==> src/hdl/vid_ram.sv <==
// ----------------------------------------------------------------------------
// vid_ram
// Generic single-write, single-read memory with a registered read port.
// ----------------------------------------------------------------------------
module vid_ram #(
    parameter int unsigned WIDTH = 8,
    parameter int unsigned DEPTH = 16
) (
    input  logic                     i_clk,
    input  logic                     i_we,
    input  logic [$clog2(DEPTH)-1:0] i_waddr,
    input  logic [WIDTH-1:0]         i_wdata,
    input  logic                     i_re,
    input  logic [$clog2(DEPTH)-1:0] i_raddr,
    output logic [WIDTH-1:0]         o_rdata
);

    logic [WIDTH-1:0] r_mem [DEPTH];
    logic [WIDTH-1:0] r_rdata;

    // Write port
    always_ff @(posedge i_clk) begin
        if (i_we) begin
            r_mem[i_waddr] <= i_wdata;
        end
    end

    // Registered read port
    always_ff @(posedge i_clk) begin
        if (i_re) begin
            r_rdata <= r_mem[i_raddr];
        end
    end

    assign o_rdata = r_rdata;

endmodule

==> config.mk <==
export PLATFORM = sky130hd
export DESIGN_NAME = vid_ram
export DESIGN_NICKNAME = d
export VERILOG_FILES = /design/src/hdl/vid_ram.sv
export SDC_FILE = /design/constraint.sdc
export NUM_CORES = 1
export LEC_CHECK = 0
export ABC_AREA = 0
export BUFFER_PORTS_ARGS = -buffer_cell sky130_fd_sc_hd__buf_2
export CAP_MARGIN = 20
export CORE_MARGIN = 4
export CORE_UTILIZATION = 53
export DETAILED_ROUTE_END_ITERATION = 7
export GPL_ROUTABILITY_DRIVEN = 0
export PLACE_DENSITY = 0.75
export SLEW_MARGIN = 5
export SYNTH_ARGS = -nofsm -noshare
export SYNTH_HDL_FRONTEND = slang
export SYNTH_SLANG_ARGS = --single-unit
==> constraint.sdc <==
create_clock -name i_clk -period 4.63 [get_ports i_clk]
set_input_delay 0.2315 -clock i_clk [delete_from_list [all_inputs] [get_ports i_clk]]
set_output_delay 0.2315 -clock i_clk [all_outputs]
set_load 0.03 [all_outputs]
## After elaboration in Yosys (flattened, before gate mapping)

Memories as Yosys holds them, arrays and structs flattened. A register that Yosys moved wholly into a read port is not among the register bits.
Index checks and enable logic that the tools add are counted.

| word-level totals | value |
|---|---|
| register bits | 0 |
| memory bits (writable) | 128 |
| output and inout bits | 8 |
| memories | 1 |

Memory list:

| memory | words | width | read ports | clocked after memory_dff | write ports | line | RTL |
|---|---|---|---|---|---|---|---|
| r_mem | 16 | 8 | 1 | 1 | 1 | 18 | `logic [WIDTH-1:0] r_mem [DEPTH];` |

| operators by class | value |
|---|---|
| mux-type cells | 2 |

Operators by type and width:

| kind | count |
|---|---|
| two-way mux 1 bit | 2 |

## Depth between registers and ports, before layout

Gate-level depths: netlist of the first run.

| depth | value |
|---|---|
| depth after elaboration | 2 |
| gate-level depth with buffers | 5 |
| depth with buffers taken out | 3 |

## Least setup slack after synthesis of the first run

OpenSTA, ideal clock, no wires.

| path | value |
|---|---|
| path kind | input-to-reg |
| start | input i_waddr[2] |
| end | memory r_mem[0][0], enable pin |
| arrival | 1.341 ns |
| required time | 4.247 ns |
| slack | 2.906 ns |
| cell stages on the path | 2 |
| path buffers | 0 |
| path through | or3b_2 > nor3_1 |

RTL lines:

| item | line | RTL |
|---|---|---|
| start: declaration | 11 | `input logic [$clog2(DEPTH)-1:0] i_waddr,` |
| end: declaration | 18 |  |

Straight into the memory's write port.

## Final worst setup path of the first run

| path | value |
|---|---|
| start | input i_waddr[2] |
| end | memory r_mem[3][1], enable pin |

Straight into the memory's write port.

==> out/summary.txt, run 1 <==
Status: finished clean
Met3 WL post-DR: 988 um
Slowest CP cell: nor2_1
Fin cells: 408
Worst Hold Depth: 1
Worst Setup Path Type: input pin to flop
Chip width: 107 um
Initial antenna violation count: 1
Cells along the critical path: buf_2 > or3b_2 > nor2_1
Main combinational cell family by area after synthesis: multiplexers
Synth Area in XOR/XNOR: 0
Worst Tran Pin Value: 1.09 ns
Synth-to-Final Area Change: 15.1%
Top Metal Used: met5
Core area: 0.00942 mm2
DR vias: 2489
Largest net degree at the start of global routing: 33
GRT Util Overall: 0.201
RSZ-0062 raised after global routing: no
Drc violations: 0
Number of synthesized register bits: 136
Tmin final: 1.54 ns
Die height: 107 um
Max-Cap Viols: 0
DP HPWL: 6110 um
Achievable Freq: 650 MHz
Vias in the first global route: 2571
Post-layout nets: 286
Clock Latency Late Sink: 0.50 ns
Commonest non-fill, non-tap cell in the layout: edfxtp_1
Syn_nets: 248
Skew final: 0.00584 ns
Worst path bufs/invs: 1
TritonRoute pass-1 iters: 5
Antenna Cells: 0
Worst-case reg-to-reg path depth: 3
Final setup viols: 0
Power Density: 455 mW/mm2
Dpl ws: 2.27 ns
H-tree depth: 4
Multi-input logic area: 0.00107 mm2
GRT overflow: 0
PostCTS Resize Cnt: 0
Util after Layout: 0.639
Initial DRC count: 194
Register area share after synthesis: 0.781
Final setup margin: 3.09 ns
Global-route wire length before repair: 15900 um
Num CTS Buffers: 17
Clock root buffer: clkbuf_8
CP startpoint kind: input pin
Met1 wire length: 4450 um
Commonest non-fill, non-tap cells in the layout: edfxtp_1, buf_2, mux4_2
Final hold vios: 0
Max incr delay on CP: 0.78 ns
Initial Util: 0.555
Critical Path RT: 4.75 ns
IO Port Bufs: 26
Final WL: 10700 um
Syn Inst Count: 229
Die Footprint: 0.0115 mm2
Hold_buf cts: 0
Storage cell area: 0.00408 mm2
Period utilization: 0.332
Top delay family on crit path: simple AND/OR/NAND/NOR gates
Worst rel slew slack: 0.270
R2R setup slack: 3.12 ns
Leak: 1.99 nW
Synth warn: 0
Avg Inst Size Synth: 22.8 um2
Reg2reg end: o_rdata[2]
Synthesized area: 0.00523 mm2
VDD IR-drop max: 283 uV
Clock-pin slew on the worst setup and hold paths: 0.06 ns
Setup TNS: 0 ns
Number of clock sinks: 136
Via density: 6.10
Count of cell types in the netlist: 18
Post-DRT Antenna Nets: 0
Ports: 27
Hold Crit Endpoint: r_mem[13][7]
HP Start: i_wdata[7]
DR WL met2: 5140 um
Adder and majority gate portion of the synthesized area: 0
Fill cells: 612
Total power: 2.74 mW
Placed Cells: 375
Fin. max-slew vios: 0
Post-CTS Setup Bufs: 0
Mux contribution to synthesized area: 0.148
CP Capture Type: flop
CP max FO: 8
DR WL/cell: 26.3 um
CP startpoint: i_waddr[2]
Worst EP arrival: 1.66 ns
Layout cells sized above 1: 0.272
Hold crit path type: input pin to flop
Post-synthesis simple-gate area fraction: 0.0314
Compound-Gate Fraction of Synth Area: 0.0230
Row cnt: 35
CTS tree: built
Worst flop-to-flop path startpoint: r_mem[9][2]
Bufs on Longest Clock Path: 2
## state kept, by name, indices dropped and copies added, names as in the netlist
register / count
o_rdata: 8
r_mem: 128
## synth_stat cells (all sizes together)
cell type | n | area share
a22oi | 16 | 0.023
and2 | 1 | 0.0012
nand2b | 2 | 0.0024
buf | 7 | 0.011
nor2b | 1 | 0.0012
edfxtp | 136 | 0.78
nand2 | 9 | 0.0065
nor2 | 13 | 0.0093
nand3 | 1 | 0.00096
mux4 | 32 | 0.15
clkdlybuf4s25 | 3 | 0.0057
nor3 | 4 | 0.0038
nand3b | 2 | 0.0029
and2b | 1 | 0.0014
or3b | 1 | 0.0017
## stage by stage
step	hold slack [ns]	cell area [um2]
4_1_cts	0.0846	5990
3_3_place_gp	0.600	5460
6_report	0.108	6010
3_5_place_dp	0.616	5460
5_1_grt	0.0950	6010
2_1_floorplan	0.330	5230
## cells by family (layout without fill, tap and decap cells)
family / after synthesis / count (layout)
compound gates: 16 / 16
mux: 32 / 32
buf+inv: 10 / 60
flops: 136 / 136
simple gates: 35 / 35
## power by group
group	internal, mW	switching [mW]
clock network	0.750	0.460
registers	1.39	0.00845
logic	0.0499	0.0827
total	2.19	0.551
## routing by layer
| layer | GRT usage | up-vias |
|---|---|---|
| li1 | - | 1051 |
| met1 | 0.292 | 1278 |
| met2 | 0.282 | 146 |
| met3 | 0.0696 | 12 |
| met4 | 0.0813 | 2 |
| met5 | 0 | - |
## how the worst max path moves through the flow
stage | endpoint | cells after the start | slack (ns)
final | r_mem[3][1] | 3 | 3.09
after global routing | o_rdata[5] | 5 | 3.01
after CTS | o_rdata[4] | 4 | 2.82
after detailed placement | o_rdata[5] | 4 | 2.27
after global placement | o_rdata[5] | 4 | 2.30
after floorplan | r_mem[0][0] | 2 | 2.91
## layout make-up
cell class              count  share of cell area
clock buffers              19              0.0701
clock inverters            12              0.0183
repair buffers             29              0.0275
well taps                 129              0.0268
flip-flops and latches    136               0.679
multi-input cells          83               0.178
(Power assumes the default switching activity.)
==> inputs of run 2 (changes only) <==
--- a/config.mk
+++ b/config.mk
@@ -12,7 +12,7 @@
 export CORE_UTILIZATION = 53
 export DETAILED_ROUTE_END_ITERATION = 7
 export GPL_ROUTABILITY_DRIVEN = 0
-export PLACE_DENSITY = 0.75
+export PLACE_DENSITY = 0.77
 export SLEW_MARGIN = 5
 export SYNTH_ARGS = -nofsm -noshare
 export SYNTH_HDL_FRONTEND = slang
==> constraint.sdc (replaced) <==
create_clock -name i_clk -period 1.3 [get_ports i_clk]
set_input_delay 0.065 -clock i_clk [delete_from_list [all_inputs] [get_ports i_clk]]
set_output_delay 0.065 -clock i_clk [all_outputs]
set_load 0.03 [all_outputs]
==> run 2 against run 1 <==
Compared with the run above:
- utilization grew 3.7 points
- global-route usage increased by 0.51 points
- largest cell class unchanged
- critical path type is now flop to flop
- sequential cell count unchanged
- the flow now finishes with violations (setup timing)
- sequential power rose to 3.6 times the previous value
- critical path depth is the same
- largest power group unchanged
==> out/summary.txt, run 2 (synthesis gave the netlist of run 1 again) <==
Status: finished, violations left
Failing checks: setup timing
Fill cells: 592 (-3.3%)
Commonest non-fill, non-tap cell in the layout: edfxtp_1
Worst Setup Path Type: flop to flop
Max FFs per register: 128 (unchanged)
Worst EP arrival: 1.70 ns (+0.04 ns)
DR vias: 2579 (+3.6%)
Top delay family on crit path: multiplexers
Final WL: 10500 um (-2.3%)
Leak: 2.15 nW (+8.2%)
GRT overflow: 0 (unchanged)
Core area: 0.00942 mm2 (unchanged)
Commonest non-fill, non-tap cells in the layout: edfxtp_1, mux4_2, buf_2
GRT Util Overall: 0.206 (+0.00509)
Final setup viols: 8 (+8)
Number of clock sinks: 136 (unchanged)
Layout cells sized above 1: 0.381 (+0.109)
Largest net degree at the start of global routing: 19 (-42%)
Post-DRT Antenna Nets: 0 (unchanged)
CP Capture Type: flop
GR Util met2: 0.319 (+0.0371)
Skew final: 0.00633 ns (+0.000486 ns)
WP depth: 3 (unchanged)
Worst Hold Depth: 3 (+2)
Placed Area: 0.00564 mm2 (+3.5%)
Post-layout nets: 318 (+11%)
Clock root buffer: clkbuf_8
Worst Tran Pin Value: 0.907 ns (-0.183 ns)
Met3 global-route usage: 0.0546 (-0.0150)
Worst path bufs/invs: 0 (-1)
Multi-input logic area: 0.00107 mm2 (-0.35%)
TritonRoute pass-1 iters: 4 (-1)
Achievable Freq: 693 MHz
Antenna Cells: 0 (unchanged)
Largest reg by FF count: r_mem
Post-CTS Setup Bufs: 0 (unchanged)
Synth-to-Final Area Change: 21.8%
Vias in the first global route: 2755 (+7.2%)
Power Density: 1620 mW/mm2 (+260%)
Worst rel slew slack: 0.393 (+0.123)
Max incr delay on CP: 0.49 ns (-0.29 ns)
Grt met1 use: 0.279 (-0.0128)
Cells along the critical path: mux4_2 > a22oi_2 > nand2_1
Die height: 107 um (unchanged)
Critical Path RT: 1.56 ns (-3.19 ns)
Initial antenna violation count: 0 (-1)
Final setup margin: -0.142 ns (-3.23 ns)
Tmin final: 1.44 ns
Fin cells: 441 (+8.1%)
CTS tree: built
Chip width: 107 um (unchanged)
Placed Cells: 400 (+6.7%)
Period utilization: 1.11
CP startpoint kind: flop
DR WL/cell: 23.8 um (-9.6%)
Initial DRC count: 217 (+12%)
Hold crit path type: input pin to flop
H-tree depth: 4 (unchanged)
Die Footprint: 0.0115 mm2 (unchanged)
Fin. max-slew vios: 0 (unchanged)
Cell area after layout: 0.00637 mm2 (+5.8%)
Global-route wire length before repair: 16600 um (+3.8%)
Clock Latency Late Sink: 0.52 ns (+0.02 ns)
Slowest CP cell: mux4_2
Ports: 27 (unchanged)
Setup TNS: -0.847 ns (-0.847 ns)
Num CTS Buffers: 17 (unchanged)
Final hold vios: 0 (unchanged)
Drc violations: 0 (unchanged)
Row cnt: 35 (unchanged)
IO Port Bufs: 26 (unchanged)
CP max FO: 1 (-7)
RSZ-0062 raised after global routing: yes
Worst-case reg-to-reg path depth: 3 (unchanged)
Bufs on Longest Clock Path: 2 (unchanged)
VDD IR-drop max: 882 uV (+210%)
GRT Max-Usage Layer: met2
Clock-pin slew on the worst setup and hold paths: 0.06 ns (about the same)
Util after Layout: 0.676 (+0.0373)
Via density: 5.85 (-4.1%)
Storage cell area: 0.00408 mm2 (unchanged)
Initial Util: 0.555 (unchanged)
Total power: 10.3 mW (+280%)
Max-Cap Viols: 0 (unchanged)
DP HPWL: 6460 um (+5.8%)
[run 2: where the power goes]
part / switching (mW) / internal, mW / total [mW]
logic: 0.316 / 0.240 / 0.556
clock network: 1.72 / 3.09 / 4.81
registers: 0.0297 / 4.94 / 4.97
[run 2: cell type report]
class	count	share of cell area
timing repair buffer	61	0.0711
clock inverter	14	0.0285
sequential	136	0.642
tap	129	0.0254
clock buffer	18	0.0656
multi-input combinational	83	0.168
[run 2: worst paths after layout]
path | startpoint | to | slack, ns
max reg2reg | r_mem[3][2] | o_rdata[2] | -0.14
min reg2reg | r_mem[8][4] | o_rdata[4] | 0.75
min | i_waddr[0] | r_mem[0][1] | 0.13
max | r_mem[3][2] | o_rdata[2] | -0.14
[run 2: worst register-to-register path, stage by stage, from the launching register on]
cell      delay, ns
edfxtp_1       0.37
mux4_2         0.49
a22oi_2        0.23
nand2_1        0.09
[run 2: through the flow]
stage	worst slack [ns]	hold WS, ns
floorplan	-0.0311	0.164
global placement	-0.327	0.440
detailed placement	-0.367	0.441
CTS	-0.150	0.103
global route	-0.166	0.123
finish	-0.142	0.134
[run 2: repair_timing]
action	CTS	global route
hold endpoints to repair	136	0
pin swaps	3	3
hold buffers	9	0
resized for setup	8	2
setup endpoints to repair	8	8
[run 2: metal layers]
metal	wire length (um)	vias to the layer above
met5	0	-
met4	140	0
met3	968	8
met2	5380	131
met1	4000	1324
li1	-	1116
