<file path="src/hdl/vid_pkg.sv">
// ----------------------------------------------------------------------------
// vid_pkg
// Shared types and constants for the vertex index deduplication block.
// ----------------------------------------------------------------------------
package vid_pkg;

    // Width of the id as it leaves the block
    localparam int unsigned OUT_ID_W = 12;

    // Width of the mesh epoch stamped into every table entry
    localparam int unsigned EPOCH_W = 8;

    // Hash multipliers, one per index of the triple
    localparam logic [31:0] HASH_MUL_POS = 32'h9E37_79B1;
    localparam logic [31:0] HASH_MUL_NRM = 32'h85EB_CA77;
    localparam logic [31:0] HASH_MUL_TEX = 32'hC2B2_AE3D;

    // Sequencer states of the top level
    typedef enum logic [2:0] {
        ST_CLEAR,
        ST_IDLE,
        ST_LAUNCH,
        ST_HASH,
        ST_READ,
        ST_CHECK
    } t_state;

endpackage

</file>
<file path="src/hdl/vid_hash.sv">
// ----------------------------------------------------------------------------
// vid_hash
// Home slot of an index triple: multiply-xor mix, then reduce to the table
// depth (mask for a power-of-two depth, 4-bit-per-cycle remainder otherwise).
// ----------------------------------------------------------------------------
module vid_hash
    import vid_pkg::*;
#(
    parameter int unsigned TABLE_DEPTH = 4096,
    parameter int unsigned INDEX_WIDTH = 20
) (
    input  logic                           i_clk,
    input  logic                           i_rst_n,
    input  logic                           i_start,
    input  logic [INDEX_WIDTH-1:0]         i_pos,
    input  logic [INDEX_WIDTH-1:0]         i_nrm,
    input  logic [INDEX_WIDTH-1:0]         i_tex,
    output logic                           o_done,
    output logic [$clog2(TABLE_DEPTH)-1:0] o_slot
);

    localparam int unsigned AW   = $clog2(TABLE_DEPTH);
    localparam bit          POW2 = ((1 << AW) == TABLE_DEPTH);

    logic [31:0] r_prod_pos;
    logic [31:0] r_prod_nrm;
    logic [31:0] r_prod_tex;
    logic        r_v1;
    logic [31:0] r_h;
    logic        r_v2;
    logic [31:0] mix;

    // Stage 1: one multiplier per index
    always_ff @(posedge i_clk) begin
        r_prod_pos <= 32'(i_pos) * HASH_MUL_POS;
        r_prod_nrm <= 32'(i_nrm) * HASH_MUL_NRM;
        r_prod_tex <= 32'(i_tex) * HASH_MUL_TEX;
    end

    // Stage 2: fold the products
    always_comb begin
        mix = r_prod_pos ^ r_prod_nrm ^ r_prod_tex;
        mix = mix ^ (mix >> 15);
    end

    always_ff @(posedge i_clk) begin
        r_h <= mix;
    end

    always_ff @(posedge i_clk) begin
        if (!i_rst_n) begin
            r_v1 <= 1'b0;
            r_v2 <= 1'b0;
        end else begin
            r_v1 <= i_start;
            r_v2 <= r_v1;
        end
    end

    generate
        if (POW2) begin : g_mask
            // Power-of-two depth: the remainder is the low bits
            assign o_done = r_v2;
            assign o_slot = r_h[AW-1:0];
        end else begin : g_rem
            localparam int unsigned RW    = AW + 1;
            localparam int unsigned STEP  = 4;
            localparam int unsigned STEPS = 32 / STEP;
            localparam int unsigned CW    = $clog2(STEPS);

            logic [31:0]   r_dividend;
            logic [RW-1:0] r_rem;
            logic [RW-1:0] n_rem;
            logic [CW-1:0] r_cnt;
            logic          r_busy;
            logic          r_fin;

            // Restoring remainder, four dividend bits per cycle
            always_comb begin
                n_rem = r_rem;
                for (int k = 0; k < STEP; k++) begin
                    n_rem = {n_rem[RW-2:0], r_dividend[31-k]};
                    if (n_rem >= RW'(TABLE_DEPTH)) begin
                        n_rem = n_rem - RW'(TABLE_DEPTH);
                    end
                end
            end

            always_ff @(posedge i_clk) begin
                if (r_v2) begin
                    r_dividend <= r_h;
                    r_rem      <= '0;
                    r_cnt      <= '0;
                end else if (r_busy) begin
                    r_dividend <= r_dividend << STEP;
                    r_rem      <= n_rem;
                    r_cnt      <= r_cnt + 1'b1;
                end
            end

            always_ff @(posedge i_clk) begin
                if (!i_rst_n) begin
                    r_busy <= 1'b0;
                    r_fin  <= 1'b0;
                end else begin
                    r_fin <= 1'b0;
                    if (r_v2) begin
                        r_busy <= 1'b1;
                    end else if (r_busy && (r_cnt == CW'(STEPS - 1))) begin
                        r_busy <= 1'b0;
                        r_fin  <= 1'b1;
                    end
                end
            end

            assign o_done = r_fin;
            assign o_slot = r_rem[AW-1:0];
        end
    endgenerate

endmodule

</file>
<file path="config.mk">
export PLATFORM = sky130hd
export DESIGN_NAME = vid_hash
export DESIGN_NICKNAME = d
export VERILOG_FILES = /design/src/hdl/vid_pkg.sv /design/src/hdl/vid_hash.sv
export SDC_FILE = /design/constraint.sdc
export NUM_CORES = 1
export LEC_CHECK = 0
export BUFFER_PORTS_ARGS = -buffer_cell sky130_fd_sc_hd__buf_4
export CORE_MARGIN = 2
export CORE_UTILIZATION = 35
export DETAILED_ROUTE_END_ITERATION = 8
export PLACE_DENSITY_LB_ADDON = 0.25
export SLEW_MARGIN = 20
export SYNTH_ARGS = -nofsm -noshare
export SYNTH_HDL_FRONTEND = slang
export SYNTH_SLANG_ARGS = --single-unit
</file>
<file path="constraint.sdc">
create_clock -name i_clk -period 6.98 [get_ports i_clk]
set_input_delay 0.698 -clock i_clk [delete_from_list [all_inputs] [get_ports i_clk]]
set_output_delay 0.698 -clock i_clk [all_outputs]
set_load 0.05 [all_outputs]
</file>
# == Word level (Yosys, flattened, before mapping) ==
# Cells that the tools add are included.
# totals
regBits,95
input_bits,63
out_inout_bits,13
elab_cells,12
# classes
n_mul,3
n_bitwise,3
# op_table
op,n
"20-bit by 32-bit multiplier with 27-bit output, second input constant",3
27-bit bitwise XOR,2
12-bit bitwise XOR,1

# == Logic depth before layout (Yosys ltp) ==
# depth
ltp_word,3
ltp_mapped,23
depth_no_buf,23

# == Least setup slack after synthesis ==
# OpenSTA, ideal clock, no wires.
# synth_path
kind,input port to flip-flop
startpoint,input port i_pos[5]
endpoint,register r_prod_pos[26]
setup_time_ns,0.121
arrival_time_ns,5.968
t_required_ns,6.859
path_slack_ns,0.891
path_stages,21
path_buffers,0
path_cell_list,fa_1 inv_1 fa_1 fa_1 inv_1 fa_1 fa_1 inv_1 fa_1 inv_1 ha_1 ha_1 a21o_1 a21o_1 a21o_1 a21o_1 or4_1 a31o_1 nand3_1 nand2_1 xnor2_1
# synth_between
elab_chain_len,1
# synth_lines
element,line_no,text
"start, declared",vid_hash.sv:15,"input logic [INDEX_WIDTH-1:0] i_pos,"
20-bit by 32-bit multiplier with 27-bit output,vid_hash.sv:35,r_prod_pos <= 32'(i_pos) * HASH_MUL_POS;
"end signal, assigned",vid_hash.sv:35,
"end, declared",vid_hash.sv:25,logic [31:0] r_prod_pos;
# No other way between the ends.
# A chain may end at the register's enable or synchronous reset.

# == Worst setup path after layout ==
# layout_path
startpoint,input port i_pos[3]
endpoint,register r_prod_pos[26]
# The elaborated chain is that of the path after synthesis.

==> metrics.txt <==
# TYPE chip_impl_metric gauge
chip_impl_info{name="run_status",value="complete, no violations"} 1
chip_impl_info{name="worstPathCellList",value="buf_4 -> ha_1 -> inv_1 -> fa_1 -> fa_1 -> fa_1 -> fa_1 -> inv_1 -> fa_1 -> inv_1 -> fa_1 -> inv_1 -> ha_1 -> a21o_1 -> a21o_1 -> a21oi_1 -> a31oi_1 -> or4_1 -> a31o_1 -> nand3_1 -> nand2_1 -> xnor2_1"} 1
chip_impl_metric{name="synth-edff-count",unit=""} 0
chip_impl_metric{name="cp.buffers_inverters",unit=""} 5
chip_impl_metric{name="die_boundary_width",unit="um"} 239
chip_impl_metric{name="fmax",unit="GHz"} 0.162
chip_impl_info{name="worst_r2r_startpoint",value="r_prod_tex[11]"} 1
chip_impl_info{name="critPathMostFrequentCell",value="sky130_fd_sc_hd__fa_1"} 1
chip_impl_metric{name="starting_density_of_the_core",unit="%"} 35.2
chip_impl_metric{name="slew_headroom",unit="%"} 49.7
chip_impl_metric{name="count_of_cells_resized_by_post_cts_repair",unit=""} 0
chip_impl_metric{name="setup_viol",unit=""} 0
chip_impl_info{name="synthTopCellsByArea",value="sky130_fd_sc_hd__fa_1 40%, sky130_fd_sc_hd__ha_1 24%, sky130_fd_sc_hd__inv_1 12%, sky130_fd_sc_hd__dfxtp_1 8.9%, sky130_fd_sc_hd__xnor2_1 5.9%"} 1
chip_impl_info{name="cp_top_family",value="adder cells"} 1
chip_impl_metric{name="clock_latency",unit="ps"} 360
chip_impl_metric{name="totalNegativeSetupSlack",unit="ps"} 0
chip_impl_metric{name="wirelength_per_cell",unit="um"} 15.9
chip_impl_metric{name="syn_nets",unit=""} 2685
chip_impl_metric{name="max_cap_viol_count",unit=""} 0
chip_impl_metric{name="drc_violations",unit=""} 0
chip_impl_info{name="hold_path_startpoint",value="r_v1"} 1
chip_impl_info{name="setup.worst_path.end_class",value="flip-flop"} 1
chip_impl_info{name="capturing_point_of_the_worst_reg2reg_path",value="r_h[11]"} 1
chip_impl_metric{name="clk_transition_reported_paths",unit="ps"} 70
chip_impl_metric{name="post_detailed_placement_half_perimeter_wirelength",unit="mm"} 39.1
chip_impl_metric{name="track_usage",unit="%"} 16.1
chip_impl_metric{name="fraction_of_final_layout_cells_sized_beyond_drive_strength_1",unit="%"} 5.07
chip_impl_metric{name="signal_arrival_time_at_the_worst_endpoint",unit="ps"} 6430
chip_impl_metric{name="detail-route-antenna-nets",unit=""} 0
chip_impl_metric{name="syn_area_per_cell",unit="sq um"} 10.4
chip_impl_metric{name="timing.clock.skew",unit="ps"} 6.81
chip_impl_metric{name="timing_worst_slew_pin_value",unit="ps"} 753
chip_impl_metric{name="clock_sinks",unit=""} 86
chip_impl_metric{name="num-fill-cells",unit=""} 5441
chip_impl_info{name="min_delay_worst_endpoint",value="o_done"} 1
chip_impl_metric{name="io_count",unit=""} 76
chip_impl_metric{name="routed_via_density",unit=""} 4.42
chip_impl_metric{name="synthToLayoutAreaGrowth",unit="%"} 9.08
chip_impl_metric{name="crit_fanout",unit=""} 5
chip_impl_metric{name="pin_count_of_the_biggest_net_entering_global_routing",unit=""} 17
chip_impl_info{name="critical_path.slowest_cell",value="sky130_fd_sc_hd__fa_1"} 1
chip_impl_metric{name="yosysWarnings",unit=""} 0
chip_impl_metric{name="vias",unit=""} 11700
chip_impl_metric{name="synthesis.area",unit="sq um"} 19300
chip_impl_metric{name="synth-seq-cells",unit=""} 86
chip_impl_info{name="setup_repair_after_global_routing_missed_its_margin",value="false"} 1
chip_impl_metric{name="worst_path_largest_cell_delay",unit="ps"} 540
chip_impl_info{name="dominantRegCellSynth",value="sky130_fd_sc_hd__dfxtp_1"} 1
chip_impl_info{name="clk_root_buffer_cell",value="sky130_fd_sc_hd__clkbuf_16"} 1
chip_impl_metric{name="diodes",unit=""} 0
chip_impl_metric{name="routed_wl",unit="mm"} 42.2
chip_impl_metric{name="synthDominantCellAreaShare",unit="%"} 40.1
chip_impl_metric{name="drv_slew",unit=""} 0
chip_impl_metric{name="postSynthCellCount",unit=""} 1860
chip_impl_metric{name="period_share",unit="%"} 88.6
chip_impl_metric{name="htree_levels",unit=""} 3
chip_impl_metric{name="grt.overflow.total",unit=""} 0
chip_impl_metric{name="number_of_distinct_library_cells_after_synthesis",unit=""} 49
chip_impl_metric{name="flop2flop_setup_slack",unit="ps"} 5780
chip_impl_metric{name="drtPass1Iterations",unit=""} 5
chip_impl_metric{name="final_nets",unit=""} 2771
chip_impl_info{name="startpoint_type",value="primary input"} 1
chip_impl_metric{name="synth_async_sr_flop_share",unit="%"} 0
chip_impl_metric{name="worst_r2r_path_depth",unit=""} 3
chip_impl_info{name="cts_tree",value="done"} 1
chip_impl_metric{name="layout_min_cycle_time",unit="ps"} 6190
chip_impl_metric{name="grt_pass1_wl",unit="mm"} 71.0
chip_impl_info{name="synth.largest_area_cell",value="sky130_fd_sc_hd__fa_1"} 1
chip_impl_metric{name="timing.critical_path.required",unit="ps"} 7220
chip_impl_metric{name="report.final.hold_viol_count",unit=""} 0
chip_impl_metric{name="port_buffers",unit=""} 75
chip_impl_metric{name="ys_seq_area_share",unit="%"} 8.93
chip_impl_metric{name="cts_max_path_buffers",unit=""} 2
chip_impl_metric{name="numCtsBuffers",unit=""} 9
chip_impl_metric{name="grt_antenna_before_repair",unit=""} 1
chip_impl_metric{name="cts_setup_buffers",unit=""} 0
chip_impl_metric{name="gpl.final_weighted_congestion",unit=""} 0.868
chip_impl_info{name="worstHoldPathType",value="flip-flop to flip-flop"} 1
chip_impl_metric{name="core",unit="sq um"} 54800
chip_impl_metric{name="first_global_vias",unit=""} 13400
chip_impl_metric{name="detail_route.iter0.violations",unit=""} 459
chip_impl_metric{name="row_count",unit=""} 86
chip_impl_metric{name="die_ar",unit="sq um"} 57000
chip_impl_info{name="timing.setup.critical_path_class",value="primary input to flip-flop"} 1
chip_impl_metric{name="worst_hold_path.num_cells",unit=""} 1
chip_impl_metric{name="post_cts_hold_buffer_count",unit=""} 0
chip_impl_metric{name="die_height",unit="um"} 239
-- stage by stage --
step | util, % | setup WS [ps] | std cells | cell area [sq um] | hold slack [ps]
floorplan | - | 891 | 1860 | 19300 | 412
global placement | 37.9 | 434 | 2639 | 20700 | 421
detailed placement | 37.9 | 426 | 2639 | 20700 | 437
CTS | 38.4 | 809 | 2655 | 21000 | 456
global route | 38.4 | 497 | 2655 | 21000 | 476
finish | 38.4 | 793 | 2655 | 21000 | 443
-- cell families after synthesis --
logic type,after synthesis,synth area share (%)
adders and majority gates,762,64.5
and+or+nand+nor,113,2.92
muxes,2,0.110
buffers and inverters,612,11.9
AOI/OAI and AO/OA,120,4.18
xor gates and xnor gates,165,7.49
DFF,86,8.93
-- worst max-delay path by stage --
stage	startpoint	to	slack, ps	cells past startpoint
6_report	i_pos[3]	r_prod_pos[26]	790	22
2_1_floorplan	i_pos[5]	r_prod_pos[26]	890	21
3_3_place_gp	i_pos[3]	r_prod_pos[26]	430	22
5_1_grt	i_pos[3]	r_prod_pos[26]	500	22
3_5_place_dp	i_pos[3]	r_prod_pos[26]	430	22
4_1_cts	i_pos[3]	r_prod_pos[26]	810	22
-- routing by layer --
metal  up-vias  share of wire [%]  track usage (%)
met1      5828                 47             22.1
met3        20                2.6             1.72
li1       5740                  -                -
met5         -                  0                0
met2       136                 49             28.1
met4         0               0.87             2.37
-- cell type report --
cell class	instances	area, sq um	area share, %
tap	704	881	4.19
multi-input combinational	1162	15300	72.6
timing repair buffer	75	563	2.68
clock buffer	9	225	1.07
clock inverter	7	81.3	0.387
inverter	612	2300	10.9
sequential	86	1720	8.18
-- synthesized netlist by cell type, types with 3 or more instances --
master / number
sky130_fd_sc_hd__a211oi_1: 3
sky130_fd_sc_hd__a21o_1: 19
sky130_fd_sc_hd__a21oi_1: 34
sky130_fd_sc_hd__a31oi_1: 6
sky130_fd_sc_hd__and3_1: 5
sky130_fd_sc_hd__and4_1: 4
sky130_fd_sc_hd__dfxtp_1: 86
sky130_fd_sc_hd__fa_1: 386
sky130_fd_sc_hd__ha_1: 376
sky130_fd_sc_hd__inv_1: 612
sky130_fd_sc_hd__nand2_1: 19
sky130_fd_sc_hd__nand2b_1: 9
sky130_fd_sc_hd__nand3_1: 12
sky130_fd_sc_hd__nor2_1: 35
sky130_fd_sc_hd__nor2b_1: 5
sky130_fd_sc_hd__nor3_1: 9
sky130_fd_sc_hd__o21a_1: 7
sky130_fd_sc_hd__o21ai_0: 21
sky130_fd_sc_hd__o21bai_1: 6
sky130_fd_sc_hd__or3_1: 6
sky130_fd_sc_hd__xnor2_1: 130
sky130_fd_sc_hd__xor2_1: 35
-- registers in the layout, summed over array words and instances, names as in the netlist --
register    cells
o_done          1
r_h            12
r_prod_nrm     24
r_prod_pos     24
r_prod_tex     24
r_v1            1
-- placed cells by master, fill, tap and decap left out, types with 12 or more instances in the layout --
cell type and instances:
sky130_fd_sc_hd__nand2_1 19, sky130_fd_sc_hd__ha_1 376, sky130_fd_sc_hd__xnor2_1 130, sky130_fd_sc_hd__fa_1 386, sky130_fd_sc_hd__nand3_1 12, sky130_fd_sc_hd__dfxtp_1 86
sky130_fd_sc_hd__o21ai_0 21, sky130_fd_sc_hd__nor2_1 35, sky130_fd_sc_hd__inv_1 612, sky130_fd_sc_hd__a21oi_1 34, sky130_fd_sc_hd__a21o_1 19, sky130_fd_sc_hd__buf_4 75
sky130_fd_sc_hd__xor2_1 35
Power is left out: the tool's default activity adds up to more than one toggle a clock period on the data nets, which glitch-free logic cannot reach.
